File: config.mk
export PLATFORM = sky130hd
export DESIGN_NAME = step_rate_timer_setting
export DESIGN_NICKNAME = d
export VERILOG_FILES = /design/src/srts_pkg.sv /design/src/step_rate_timer_setting.sv /design/src/srts_div.sv
export SDC_FILE = /design/constraint.sdc
export NUM_CORES = 1
export LEC_CHECK = 0
export ABC_AREA = 1
export BUFFER_PORTS_ARGS = -buffer_cell sky130_fd_sc_hd__buf_2
export CORE_ASPECT_RATIO = 0.9
export CORE_MARGIN = 1
export CORE_UTILIZATION = 45
export CTS_BUF_LIST = sky130_fd_sc_hd__clkbuf_4 sky130_fd_sc_hd__clkbuf_8
export DETAILED_ROUTE_END_ITERATION = 10
export PLACE_DENSITY_LB_ADDON = 0.2
export SLEW_MARGIN = 20
export SYNTH_ARGS = -nofsm -noshare
export SYNTH_HDL_FRONTEND = slang
export SYNTH_SLANG_ARGS = --single-unit
File: constraint.sdc
create_clock -name clk -period 10.1 [get_ports clk]
set_input_delay 2.02 -clock clk [delete_from_list [all_inputs] [get_ports clk]]
set_output_delay 2.02 -clock clk [all_outputs]
set_load 0.01 [all_outputs]
File: src/srts_pkg.sv
// Shared types, widths and constants for the step-rate timer setting block.
// No dependencies; imported by every module of the block.
`default_nettype none

package srts_pkg;

  localparam int RATE_W  = 9;
  localparam int STEPS_W = 16;
  localparam int LEAD_W  = 8;
  localparam int CLK_W   = 26;
  localparam int LEAD6_W = LEAD_W + 3;
  localparam int NUM_W   = CLK_W + LEAD6_W;
  localparam int DEN_W   = RATE_W + STEPS_W + 1;
  localparam int SEL_W   = 3;
  localparam int CMP_W   = 8;
  localparam int ST_W    = 2;
  localparam int IDX_W   = 2;
  localparam int CFG_W   = CLK_W;
  localparam int PIDX_W  = 3;
  localparam int SHIFT_W = 4;
  localparam int DIV_CNT_W = $clog2(NUM_W);

  localparam int COMPARE_MAX    = 255;
  localparam int NUM_PRESCALERS = 7;
  localparam int RATE_LIMIT     = 500;

  localparam logic [STEPS_W-1:0] STEPS_RESET = STEPS_W'(6400);
  localparam logic [LEAD_W-1:0]  LEAD_RESET  = LEAD_W'(20);
  localparam logic [CLK_W-1:0]   CLK_RESET   = CLK_W'(16000000);

  // register indexes on the configuration port
  localparam logic [IDX_W-1:0] REG_STEPS_PER_REV = 2'd0;
  localparam logic [IDX_W-1:0] REG_LEAD_TENTHS   = 2'd1;
  localparam logic [IDX_W-1:0] REG_CLOCK_HZ      = 2'd2;

  // result status codes
  localparam logic [ST_W-1:0] ST_OK       = 2'd0;
  localparam logic [ST_W-1:0] ST_TOO_SLOW = 2'd1;
  localparam logic [ST_W-1:0] ST_TOO_FAST = 2'd2;
  localparam logic [ST_W-1:0] ST_STOPPED  = 2'd3;

  localparam logic [SEL_W-1:0] CS_STOPPED = 3'd0;

  // log2 of prescalers 1, 8, 32, 64, 128, 256, 1024
  function automatic logic [SHIFT_W-1:0] presc_shift(input logic [PIDX_W-1:0] idx);
    logic [SHIFT_W-1:0] s;
    unique case (idx)
      3'd0:    s = 4'd0;
      3'd1:    s = 4'd3;
      3'd2:    s = 4'd5;
      3'd3:    s = 4'd6;
      3'd4:    s = 4'd7;
      3'd5:    s = 4'd8;
      default: s = 4'd10;
    endcase
    return s;
  endfunction

endpackage

`default_nettype wire

File: src/step_rate_timer_setting.sv
// A stopped or zero-step setting goes from accept straight to the output load; any other setting
// passes through the multiply states S_NUM and S_DEN, a divider start state, a bit-serial divide,
// a capture of the quotient, a scan of one prescaler per cycle, then the output load.
// One transaction at a time: the next is accepted the cycle after the result loads, and a
// loaded result waits meanwhile.
// Synchronous reset restores the default setting registers and empties the block.
`default_nettype none

module step_rate_timer_setting
  import srts_pkg::*;
(
  input  wire logic               clk,
  input  wire logic               rst,
  input  wire logic               in_valid,
  output logic                    in_ready,
  input  wire logic [RATE_W-1:0]  axis_rate,
  output logic                    out_valid,
  input  wire logic               out_ready,
  output logic [SEL_W-1:0]        clock_select,
  output logic [CMP_W-1:0]        compare_value,
  output logic [ST_W-1:0]         rate_status,
  input  wire logic               cfg_valid,
  output logic                    cfg_ready,
  input  wire logic [IDX_W-1:0]   cfg_index,
  input  wire logic [CFG_W-1:0]   cfg_data
);

  typedef enum logic [2:0] {
    S_IDLE, S_NUM, S_DEN, S_GO, S_WAIT, S_SCAN, S_DONE
  } state_t;

  state_t state;

  logic [STEPS_W-1:0] steps_per_rev;
  logic [LEAD_W-1:0]  lead_tenths;
  logic [CLK_W-1:0]   clock_hz;

  logic [RATE_W-1:0]  rate;
  logic [NUM_W-1:0]   num;
  logic [DEN_W-1:0]   den;
  logic [NUM_W-1:0]   q;
  logic [PIDX_W-1:0]  pidx;
  logic [SEL_W-1:0]   res_sel;
  logic [CMP_W-1:0]   res_cmp;
  logic [ST_W-1:0]    res_st;

  logic [RATE_W-1:0]  rate_clamped;
  logic [LEAD6_W-1:0] lead6;
  logic [NUM_W-1:0]   v;
  logic               div_done;
  logic [NUM_W-1:0]   div_q;

  assign in_ready  = (state == S_IDLE);
  assign cfg_ready = 1'b1;

  assign rate_clamped = (axis_rate > RATE_W'(RATE_LIMIT)) ? RATE_W'(RATE_LIMIT) : axis_rate;
  assign lead6 = (LEAD6_W'(lead_tenths) << 2) + (LEAD6_W'(lead_tenths) << 1);
  assign v = q >> presc_shift(pidx);

  srts_div u_div (
    .clk      (clk),
    .rst      (rst),
    .start    (state == S_GO),
    .dividend (num),
    .divisor  (den),
    .done     (div_done),
    .quotient (div_q)
  );

  always_ff @(posedge clk) begin
    if (rst) begin
      steps_per_rev <= STEPS_RESET;
      lead_tenths   <= LEAD_RESET;
      clock_hz      <= CLK_RESET;
    end else if (cfg_valid && cfg_ready) begin
      unique case (cfg_index)
        REG_STEPS_PER_REV: steps_per_rev <= cfg_data[STEPS_W-1:0];
        REG_LEAD_TENTHS:   lead_tenths   <= cfg_data[LEAD_W-1:0];
        REG_CLOCK_HZ:      clock_hz      <= cfg_data;
        default: ;
      endcase
    end
  end

  always_ff @(posedge clk) begin
    if (rst) begin
      state     <= S_IDLE;
      out_valid <= 1'b0;
    end else begin
      // S_DONE loads the output register itself
      if (out_valid && out_ready && state != S_DONE) begin
        out_valid <= 1'b0;
      end
      unique case (state)
        S_IDLE: begin
          if (in_valid) begin
            rate <= rate_clamped;
            pidx <= '0;
            if (rate_clamped == '0) begin
              res_sel <= CS_STOPPED;
              res_cmp <= '0;
              res_st  <= ST_STOPPED;
              state   <= S_DONE;
            end else if (steps_per_rev == '0) begin
              res_sel <= SEL_W'(NUM_PRESCALERS);
              res_cmp <= CMP_W'(COMPARE_MAX);
              res_st  <= ST_TOO_SLOW;
              state   <= S_DONE;
            end else begin
              state <= S_NUM;
            end
          end
        end
        S_NUM: begin
          num   <= NUM_W'(clock_hz) * NUM_W'(lead6);
          state <= S_DEN;
        end
        S_DEN: begin
          den   <= DEN_W'(rate * steps_per_rev) << 1;
          state <= S_GO;
        end
        S_GO: begin
          state <= S_WAIT;
        end
        S_WAIT: begin
          if (div_done) begin
            q     <= div_q;
            state <= S_SCAN;
          end
        end
        S_SCAN: begin
          // try one prescaler per cycle, smallest first
          if (v == '0) begin
            res_sel <= SEL_W'(pidx) + 1'b1;
            res_cmp <= '0;
            res_st  <= ST_TOO_FAST;
            state   <= S_DONE;
          end else if (v <= NUM_W'(COMPARE_MAX + 1)) begin
            res_sel <= SEL_W'(pidx) + 1'b1;
            res_cmp <= CMP_W'(v - 1'b1);
            res_st  <= ST_OK;
            state   <= S_DONE;
          end else if (pidx == PIDX_W'(NUM_PRESCALERS - 1)) begin
            res_sel <= SEL_W'(NUM_PRESCALERS);
            res_cmp <= CMP_W'(COMPARE_MAX);
            res_st  <= ST_TOO_SLOW;
            state   <= S_DONE;
          end else begin
            pidx <= pidx + 1'b1;
          end
        end
        S_DONE: begin
          // hold until the output register is free
          if (!out_valid || out_ready) begin
            clock_select  <= res_sel;
            compare_value <= res_cmp;
            rate_status   <= res_st;
            out_valid     <= 1'b1;
            state         <= S_IDLE;
          end
        end
        default: state <= S_IDLE;
      endcase
    end
  end

endmodule

`default_nettype wire

File: src/srts_div.sv
// Iterative restoring divider, one quotient bit per cycle.
// Depends on srts_pkg for operand widths.
`default_nettype none

module srts_div
  import srts_pkg::*;
(
  input  wire logic             clk,
  input  wire logic             rst,
  input  wire logic             start,
  input  wire logic [NUM_W-1:0] dividend,
  input  wire logic [DEN_W-1:0] divisor,
  output logic                  done,
  output logic [NUM_W-1:0]      quotient
);

  logic                 busy;
  logic [DIV_CNT_W-1:0] count;
  logic [DEN_W-1:0]     rem;
  logic [DEN_W-1:0]     den;
  logic [DEN_W:0]       trial;
  logic                 fits;

  assign trial = {rem, quotient[NUM_W-1]};
  assign fits  = trial >= {1'b0, den};

  always_ff @(posedge clk) begin
    if (rst) begin
      busy  <= 1'b0;
      done  <= 1'b0;
      count <= '0;
    end else begin
      done <= 1'b0;
      if (start) begin
        busy     <= 1'b1;
        count    <= DIV_CNT_W'(NUM_W - 1);
        rem      <= '0;
        den      <= divisor;
        quotient <= dividend;
      end else if (busy) begin
        // shift in next dividend bit, subtract when the divisor fits
        if (fits) begin
          rem <= DEN_W'(trial - {1'b0, den});
        end else begin
          rem <= trial[DEN_W-1:0];
        end
        quotient <= {quotient[NUM_W-2:0], fits};
        if (count == '0) begin
          busy <= 1'b0;
          done <= 1'b1;
        end else begin
          count <= count - 1'b1;
        end
      end
    end
  end

endmodule

`default_nettype wire

==> Yosys cells after proc, flatten, opt, wreduce, memory -nomap -nowiden <==
Cells that the tools add are included.
{ "classes": {"shift": 1, "bitwise_logic": 3, "n_reduce_logical": 30, "add_sub_neg": 5, "muxes": 51, "eq_ne": 24, "multipliers": 2, "n_lt_le_gt_ge": 3} }
{ "ops": {"columns": ["cell", "count"], "rows": [
  ["37-bit 2-to-1 mux", 2],
  ["3-bit 2-to-1 mux", 18],
  ["26-bit 2-to-1 mux", 2],
  ["8-bit 2-to-1 mux", 6],
  ["37-bit by 9-bit <= comparator with 1-bit output, second input constant", 1],
  ["37-bit logical NOT", 1],
  ["26-bit by 11-bit multiplier with 37-bit output", 1],
  ["37-bit by 4-bit >> shifter with 37-bit output", 1],
  ["27-bit by 26-bit >= comparator with 1-bit output", 1],
  ["26-bit subtractor", 1],
  ["9-bit by 16-bit multiplier with 25-bit output", 1],
  ["4-bit one-hot mux with 6 select lines", 1],
  ["3-bit one-hot mux with 7 select lines", 1],
  ["3-bit equality test, second input constant", 6],
  ["6-bit 2-to-1 mux", 3],
  ["2-bit AND reduction", 9],
  ["16-bit logical NOT", 1],
  ["8-bit one-hot mux with 2 select lines", 1],
  ["3-bit by 2-bit equality test with 1-bit output, second input constant", 4],
  ["2-bit 2-to-1 mux", 6],
  ["3-bit one-hot mux with 2 select lines", 2],
  ["10-bit by 9-bit adder with 11-bit output", 1],
  ["2-bit inequality test, second input constant", 5],
  ["9-bit greater-than comparator, second input constant", 1],
  ["other kinds (28)", 43]
]} }
{ "word_totals": {"output_inout_bits": 16, "input_bits": 42, "regBits": 287} }

==> Logic depth before layout (Yosys ltp) <==
Gate-level depths: netlist (run 1).
{ "depth": {"depth_word": 7, "ltp_mapped": 36, "depth_no_buf": 36} }

==> Modules after synthesis <==
From an unflattened synthesis (run 1), not the netlist that was laid out.
{ "hier_totals": {"hier_cells": 3408, "area_unflattened_um2": 27695.3} }
{ "by_module_without_submodules": {"columns": ["mod", "n_inst", "cells_per_inst", "seq_area_each_um2", "area_each_um2"], "rows": [
  ["step_rate_timer_setting", 1, 2608, 5165.0, 21639.5],
  ["srts_div", 1, 800, 2832.7, 6055.8]
]} }

==> Least setup slack after synthesis (run 1) <==
No wires, ideal clock.
{ "synth_timing": {"kind": "register -> register", "from": "register lead_tenths[1]", "to": "register num[27], data pin", "n_path_buf": 0, "slack_ns": 3.222, "arrival_time_ns": 6.619, "path_stages_with_launch": 32, "setup_time_ns": 0.259, "path_cell_list": "dfxtp_1 > ha_1 > a21oi_1 > nor2_1 > o21ai_0 > nand2_1 > a21oi_1 > or2_2 > a21oi_1 > nor2_1 > inv_1 > or2_2 > nand2_1 > clkinv_1 > nand2_1 > fa_1 > fa_1 > inv_1 > fa_1 > fa_1 > inv_1 > fa_1 > inv_1 > ha_1 > nand2_1 > o21ai_0 > a21boi_1 > o21ai_0 > a21boi_1 > o21ai_0 > a21oi_1 > xnor2_1"} }
{ "synth_via": {"elab_chain_len": 2} }
{ "synth_lines": {"columns": ["element", "line_no", "rtl"], "rows": [
  ["start: declaration", "step_rate_timer_setting.sv:35", "logic [LEAD_W-1:0] lead_tenths;"],
  ["start signal: assignment", "step_rate_timer_setting.sv:78", "REG_LEAD_TENTHS: lead_tenths <= cfg_data[LEAD_W-1:0];"],
  ["10-bit by 9-bit adder with 11-bit output", "step_rate_timer_setting.sv:57", "assign lead6 = (LEAD6_W'(lead_tenths) << 2) + (LEAD6_W'(lead_tenths) << 1);"],
  ["26-bit by 11-bit multiplier with 37-bit output", "step_rate_timer_setting.sv:115", "num <= NUM_W'(clock_hz) * NUM_W'(lead6);"],
  ["end signal: assignment", "step_rate_timer_setting.sv:115", null],
  ["end: declaration", "step_rate_timer_setting.sv:39", "logic [NUM_W-1:0] num;"]
]} }
No other way between the ends.
A chain may end at the register's enable or synchronous reset.

==> Final worst setup path (run 1) <==
{ "layout_timing": {"from": "register lead_tenths[0]", "to": "register num[27], data pin"} }
Same word-level chain as after synthesis.

==> results.md, run 1 <==
- The root buffer cell is clkbuf_8.
- In this run the standard cell core region covers 58330 um^2.
- Gates resized during post-CTS repair numbered 0.
- The post-synthesis net count is approximately 3700.
- The clock latency reported for the late side of the worst-skew pair is between 0.6 and 0.7 ns.
- The aggregate negative setup slack is 0 ns.
- The setup clock skew after layout is a little under 0.05 ns.
- For met3 alone, demand over resource in global routing was 0.03617.
- Of the total power, the share spent switching nets is 0.4708.
- The number of antenna violations at the first check in global routing was 0.
- The count of different cell masters after synthesis is a little under 50.
- The standby leakage power is between 10 and 15 nW.
- Entering global routing, the biggest net connects 64 pins.
- The per-instance average area after synthesis is roughly 8.5 um^2.
- For this configuration, the core starts out at a cell density of 0.4554.
- The maximum root-to-sink buffer count is 3.
- In this run the worst hold path is classified as reg2reg.
- TritonCTS built the clock tree.
- The number of synthesized flops with an enable pin is about 220.
- Data on the critical path is required at its endpoint by ~10 ns.
- The number of buffers inserted by post-CTS setup repair is 0.
- After routing the design area is between 20000 and 30000 um^2.
- The slowest stage cell on the critical path is clkinv_1.
- Setup violations remaining at the end of the flow were counted as 0.
- The critical path startpoint category is a flop.
- Relative to the synthesized area, the layout overhead comes to 6.962%.
- The critical path capture point type is a flop.
- Synthesis inferred approximately 290 register bits.
- The final hold slack is around 0.39 ns.
- The first detailed-routing pass ran for 5 iterations.
- Of the cells placed in the final design, the portion with a size suffix greater than 1 is 0.06059.
- The number of buffer cells added on primary ports is 56.
- Yosys printed 0 warnings.
- The signal arrival time at the worst endpoint is roughly 8.8 ns.
- Max-cap violations in this run came to 0.
- The cell area power density is roughly 240 nW/um^2.
- The total DRC errors in the routed layout is 0.
- The clock slew seen by the registers of the worst setup and hold paths is around 0.060 ns.
- slightly below 60 I/O pins were placed.
- The largest driver fanout on the critical path is 28.
- For this run, asynchronously set or reset flops after synthesis account for 0.
- The number of hold violations in the final report is 0.
- The TritonCTS sink count is between 200 and 300.
- In the global route stage, met1 resource usage came out at 0.3078.
- The library cell used most frequently in the layout, excluding fill and tap cells, is nand2_1.
- The share of total power dissipated in combinational logic is 0.598.
- For this block, the via count after detailed routing is roughly 20000.
- The post-synthesis cell count is 3143.
- On the worst path, the slowest cell contributes a delay of between 0.7 and 0.8 ns.
- The met2 track demand over resource is 0.3212.
- The cell area reported after detailed placement is between 20000 and 30000 um^2.
- In this run, post-CTS hold repair placed 0 buffers.
- Timing would allow up to 0.1190 GHz.
- The floorplan has 84 rows.
- The most numerous cell on the critical path is fa_1.
- The leading register cell type out of synthesis is edfxtp_1.
- The total wire length after detailed routing is 60830 um.
- The die covers approximately 60000 um^2.
- Once detail routing completed, the nets flagged for antenna violations numbered 0.
- The global-route wire length before repair is a little over 100000 um.
- In the finished design, the share of the clock period the worst path needs comes to 0.8319.
- The post-detailed-placement half-perimeter wirelength is about 49000 um.
- The last weighted congestion value of the routability-driven placer is a little under 0.9.
- The DRC violation total after the first TritonRoute iteration is around 1200.
- In the layout the commonest cells are nand2_1 (797), inv_1 (587), fa_1 (292), edfxtp_1 (224), nor2_1 (192).
- The global routing stage identified its most utilized layer as met2.
- Setup repair after global routing left no endpoint under its margin.
- The routed wirelength normalized by instance count is between 15 and 20 um.
- Measured against its own limit, the worst slew margin works out to 0.3340.
- The actual slew at the worst max-slew pin is between 0.9 and 1 ns.
- The total count of max-transition violations in the final report is 0.
- The global-route total usage across every layer is 0.2094.
- The share of total power in the clock network is 0.159.
- The post-synthesis sequential area ratio is 0.3000.
- The final critical-path required period is 8.402 ns.
- The final layout contains approximately 3600 nets.
- Summing internal, switching and leakage power gives 0.006814 W.
- Global routing finished with a remaining overflow of 0.
- The average vias per placed instance is around 5.1.
- The number of levels in the clock H-tree is 2.
- The internal power is between 0.003 and 0.004 W.
- Of the total power, registers draw 0.243.
- The chip width is ~260 um.
- From bottom edge to top edge, the die measures between 200 and 250 um.
- The cell area that synthesis handed to floorplanning was about 27000 um^2.
- The share of the core filled with cells is 0.4871.
- The worst setup path is of the reg2reg kind.
- The number of global-route vias before repair is slightly above 20000.
- Across the VDD grid, the largest voltage drop is ~0.35 mV.
- For this design the total switching power over the nets is around 0.0032 W.
- The run finished with clean final reports.
- Clock tree synthesis inserted a total of 51 buffers.
layout make-up:
cell class	count	area, um^2
multi-input combinational	2121	15780
tap	774	968.4
timing repair buffer	72	407.9
sequential	286	7968
antenna	1	2.502
clock inverter	28	211.5
fill	5581	29920
clock buffer	63	823.3
inverter	599	2251
cells by family (layout without fill, tap and decap cells):
logic type | count (synthesis) | count (layout) | share of synthesized area
other cells | 1 | 2 | 0.0001412
buf+inv | 736 | 762 | 0.1080
simple gates | 1209 | 1209 | 0.1877
flops | 286 | 286 | 0.3000
compound gates | 359 | 359 | 0.07306
xor+xnor | 81 | 81 | 0.02671
fa+ha+maj | 471 | 471 | 0.3044
synth_stat cells (6+ instances only):
cell / number / share of area
nor2_1: 196 / 0.028
a21oi_1: 152 / 0.029
o21ai_1: 31 / 0.0058
clkinv_1: 7 / 0.00099
clkbuf_2: 8 / 0.0015
buf_4: 7 / 0.0020
ha_1: 179 / 0.084
nand2_1: 797 / 0.11
dfxtp_1: 62 / 0.047
nor3_1: 21 / 0.0040
xor2_1: 48 / 0.016
nor4_1: 13 / 0.0031
buf_6: 6 / 0.0025
fa_1: 292 / 0.22
or2_2: 6 / 0.0014
edfxtp_1: 224 / 0.25
inv_1: 587 / 0.083
o21ai_0: 121 / 0.023
xnor2_1: 33 / 0.011
a21boi_0: 6 / 0.0017
buf_2: 18 / 0.0034
nand3_1: 119 / 0.022
o211ai_1: 14 / 0.0040
nand4_1: 39 / 0.0092
clkbuf_1: 98 / 0.014
worst paths after layout:
| path | startpoint | endpoint | slack, ns | cells past startpoint |
|---|---|---|---|---|
| min reg2reg | den[3] | u_div.den[3] | 0.39 | 0 |
| min | den[3] | u_div.den[3] | 0.39 | 0 |
| max reg2reg | lead_tenths[0] | num[27] | 1.70 | 28 |
| max | lead_tenths[0] | num[27] | 1.70 | 28 |
critical path, delay by kind of cell (launching register included):
| kind | cells | cell delay (ns) |
|---|---|---|
| adders and majority gates | 8 | 3.57 |
| AOI/OAI and AO/OA | 8 | 1.64 |
| buffers and inverters | 5 | 1.20 |
| xor gates and xnor gates | 2 | 0.79 |
| and+or+nand+nor | 5 | 0.65 |
| DFF | 1 | 0.30 |
flip-flops by register name, indices dropped and copies added (netlist names), 6 cells and up:
signal and flops:
lead_tenths 8, num 36, q 37, den 25
u_div.rem 26, clock_hz 26, u_div.den 25, res_cmp 8
u_div.quotient 37, rate 9, u_div.count 6, compare_value 8
steps_per_rev 16
through the flow:
step	setup WS, ns	instances
2_1_floorplan	3.222	3143
3_3_place_gp	1.987	3851
3_5_place_dp	1.689	3851
4_1_cts	1.684	3942
5_1_grt	1.077	3943
6_report	1.698	3944
power by group through the flow:
| stage | clock [W] | combinational (W) | sequential [W] |
|---|---|---|---|
| 6_report | 0.00108 | 0.00407 | 0.00166 |
| 2_1_floorplan | 0 | 0.00307 | 0.00162 |
| 5_1_grt | 0.00117 | 0.00463 | 0.00167 |
| 3_3_place_gp | 0 | 0.00397 | 0.00168 |
| 4_1_cts | 0.00112 | 0.00406 | 0.00166 |
| 3_5_place_dp | 0 | 0.00403 | 0.00168 |
per-layer routing:
layer,share of wire,wire [um]
met1,0.49,29610
met2,0.43,26440
met3,0.063,3811
met4,0.016,962
met5,0,0
Note: power is estimated with default switching activity, not from simulation.
==> run 2: changes to the inputs <==
==> constraint.sdc (replaced) <==
create_clock -name clk -period 7.2 [get_ports clk]
set_input_delay 1.44 -clock clk [delete_from_list [all_inputs] [get_ports clk]]
set_output_delay 1.44 -clock clk [all_outputs]
set_load 0.01 [all_outputs]
==> run 2 against run 1 <==
- register-to-register slack got worse by 1.3 ns
- critical path depth increased by 3
- utilization increased by 0.35 points
- largest cell class unchanged
- sequential share of layout area decreased by 0.20 points
- critical endpoint is now num[25]
- design area increased by 0.72%
- largest power group unchanged
==> results.md, run 2 (synthesis results as in run 1) <==
- The footprint of the multi-input gates is 15870 um^2 (+0.55%).
- The remaining global-route overflow is 0 (unchanged).
- The flow ran to the end, and the final reports show no timing, DRC or antenna violations.
- The reg-to-reg critical path endpoint is num[25].
- The total DRC errors in the routed layout is 0 (unchanged).
- The start point of the critical path is lead_tenths[1].
- The count of vias placed by the detailed router is 20180 (+0.85%).
- The DRC violation total after the first TritonRoute iteration is 1283 (+9.0%).
- The area taken by flip-flops and latches is 7968 um^2 (unchanged).
- The number of global-route vias before repair is 19980 (-0.87%).
- The cell row count is 84 (unchanged).
- Setup repair after global routing could not meet its margin everywhere.
- The worst slew slack as a fraction of its limit is 0.2778 (-0.05623).
- The TritonCTS sink count came to 286 (unchanged).
- The last weighted congestion value of the routability-driven placer was 0.8814 (+1.2%).
- The die span in y came to 232.5 um (unchanged).
- The slowest stage of the critical path belongs to the cell fa_1.
- The standby leakage power was 13.95 nW (+0.59%).
- The actual slew at the worst max-slew pin was 1.083 ns (+0.08545 ns).
- The critical path's top delay family is adder cells.
- The share of the clock period used by the worst path came to 0.9472 (+0.1153).
- The signal arrival time at the worst endpoint is 7.18 ns (-1.58 ns).
- The logic depth of the worst register-to-register path was 31 (+11%).
- The most frequent standard cell in the layout excluding fill and tap cells is nand2_1.
- The net count of the finished layout is 3657 (+0.36%).
- The global-route total usage across every layer is 0.2055 (-0.003894).
- The number of gates on the worst path with buffers counted is 31 (+11%).
- The maximum cell stage delay along the critical path is 0.56 ns (-0.17 ns).
- The setup path with the least slack is of type reg2reg.
- The share of final-layout standard cells stronger than drive strength 1 is 0.07096 (+0.01037).
- The number of filler instances in the final layout is 5582 (+0.018%).
- The number of buffer cells added on primary ports was 56 (unchanged).
- The fmax is 0.1466 GHz (+23%).
- The largest registers in the layout are q: 37 flops, u_div.quotient: 37 flops, num: 36 flops.
- The length of the first detailed-routing pass in iterations was 8 (+3).
- The number of violations of the max-capacitance limit came to 0 (unchanged).
- The number of levels in the clock H-tree is 2 (unchanged).
- The average vias per placed instance is 5.097 (+0.45%).
- The total buffers and inverters traversed by the critical path is 7 (+2).
- The worst setup path is captured at a flop.
- The global-route wire length before repair is 100500 um (-1.5%).
- The number of hold violations in the final report is 0 (unchanged).
- The clock slew seen by the registers of the worst setup and hold paths is 0.07 ns (about the same).
- The total count of max-transition violations in the final report is 0 (unchanged).
- The instance count after placement with tap cells included is 3867 (+0.42%).
- The clock latency reported for the late side of the worst-skew pair is 0.66 ns (+0.03 ns).
- The count of antenna-violating nets left after detailed routing is 0 (unchanged).
- The most critical setup path has its endpoint at num[25].
- The chip width came to 258.1 um (unchanged).
- The cell area power density is 333.8 nW/um^2 (+39%).
- The post-detailed-placement half-perimeter wirelength was 48060 um (-1.0%).
- The final count of negative-setup-slack endpoints was 0 (unchanged).
- The most numerous cell on the critical path is fa_1.
- The critical path startpoint category is a flop.
- The final critical-path required period is 6.820 ns (-1.582 ns).
- The largest driver fanout on the critical path came to 9 (-68%).
- The effective utilization at floorplan is 0.4554 (unchanged).
- The number of antenna violations at the first check in global routing is 0 (unchanged).
- The setup clock skew after layout came to 0.05473 ns (+0.005968 ns).
- The root buffer cell is clkbuf_8.
- The path type of the worst min-delay path is reg2reg.
- The routed wirelength normalized by instance count is 15.17 um (-1.6%).
- Leaving out fill and tap cells, the most frequent cells in the layout are nand2_1 (797), inv_1 (587), fa_1 (292), edfxtp_1 (224), nor2_1 (191).
- The startpoint identified for the worst register-to-register timing path is lead_tenths[1].
- The maximum number of pins on one net before global-route repair came to 64 (unchanged).
- The slack of the critical path came to 0.3804 ns (-1.318 ns).
- The maximum root-to-sink buffer count is 3 (unchanged).
- The clock tree from TritonCTS is yes.
- The die area is 60000 um^2 (unchanged).
- The number of clock buffers inserted by TritonCTS is 49 (-3.9%).
- The register-to-register setup slack is 0.38 ns (-1.32 ns).
- The largest vdd supply drop is 0.2755 mV (-20%).
- The count of non-filler cells in the finished layout is 3960 (+0.41%).
- The core region area is 58330 um^2 (unchanged).
- The number of I/O pins is 58 (unchanged).
- The total wire length after detailed routing came to 60090 um (-1.2%).
- The endpoint required time on the critical path is 7.56 ns (-2.90 ns).
- The minimum setup slack after placement is 0.1457 ns (-1.543 ns).
- The area growth from synthesis to layout is 7.735%.
- The post-cts hold buffer count is 0 (unchanged).
-- run 2: changes by cell type in the layout (fill, tap and decap cells not counted), moves of 2 or more --
cell / change
o21ai_0: -6
ha_1: -4
o21ai_2: +2
ha_2: +4
a21oi_1: -8
buf_4: +15
clkbuf_8: -3
a21oi_2: +7
o21ai_1: +4
clkbuf_4: +2
-- run 2: report_power, final --
part | switching [W] | leakage [nW] | internal [W] | total (W)
clock | 0.000711 | 0.543 | 0.000848 | 0.00156
sequential | 0.000128 | 2.52 | 0.00220 | 0.00232
combinational | 0.00362 | 10.9 | 0.00205 | 0.00567
total | 0.00446 | 13.9 | 0.00509 | 0.00955
-- run 2: how the worst min path moves through the flow --
stage	slack, ns	endpoint	cells past startpoint	start
finish	0.38	u_div.den[8]	0	den[8]
global route	0.39	u_div.den[7]	0	den[7]
CTS	0.37	u_div.den[6]	0	den[6]
detailed placement	0.40	clock_select[2]	0	res_sel[2]
global placement	0.40	u_div.den[4]	0	den[4]
floorplan	0.40	clock_select[0]	0	res_sel[0]
-- run 2: repair_timing --
item / in CTS / in global routing
setup buffers: 0 / 0
resized for setup: 0 / 28
setup endpoints to repair: 0 / 15
-- run 2: cell type report --
cell class,instances,share of cell area
repair buffers,87,0.01806
clock inverters,30,0.008657
diodes,1,0.00008745
flip-flops and latches,286,0.2784
multi-input cells,2121,0.5544
inverters,599,0.07866
clock buffers,62,0.02785
well taps,774,0.03384
-- run 2: per-stage QoR --
step	instance area, um^2	total power, W	hold slack (ns)	setup TNS [ns]	util
global placement	27470	0.007813	0.4033	0	0.4709
detailed placement	27470	0.007893	0.4045	0	0.4709
global route	28610	0.01050	0.3872	-0.08664	0.4905
finish	28620	0.009553	0.3808	0	0.4906
CTS	28510	0.009504	0.3702	0	0.4888
floorplan	26560	0.006581	0.4003	0	-
-- run 2: routing by layer --
layer  part of all wire  GRT usage
met5                  0          0
met4              0.018    0.04697
met3              0.064    0.03442
met2               0.44     0.3180
met1               0.48     0.3003
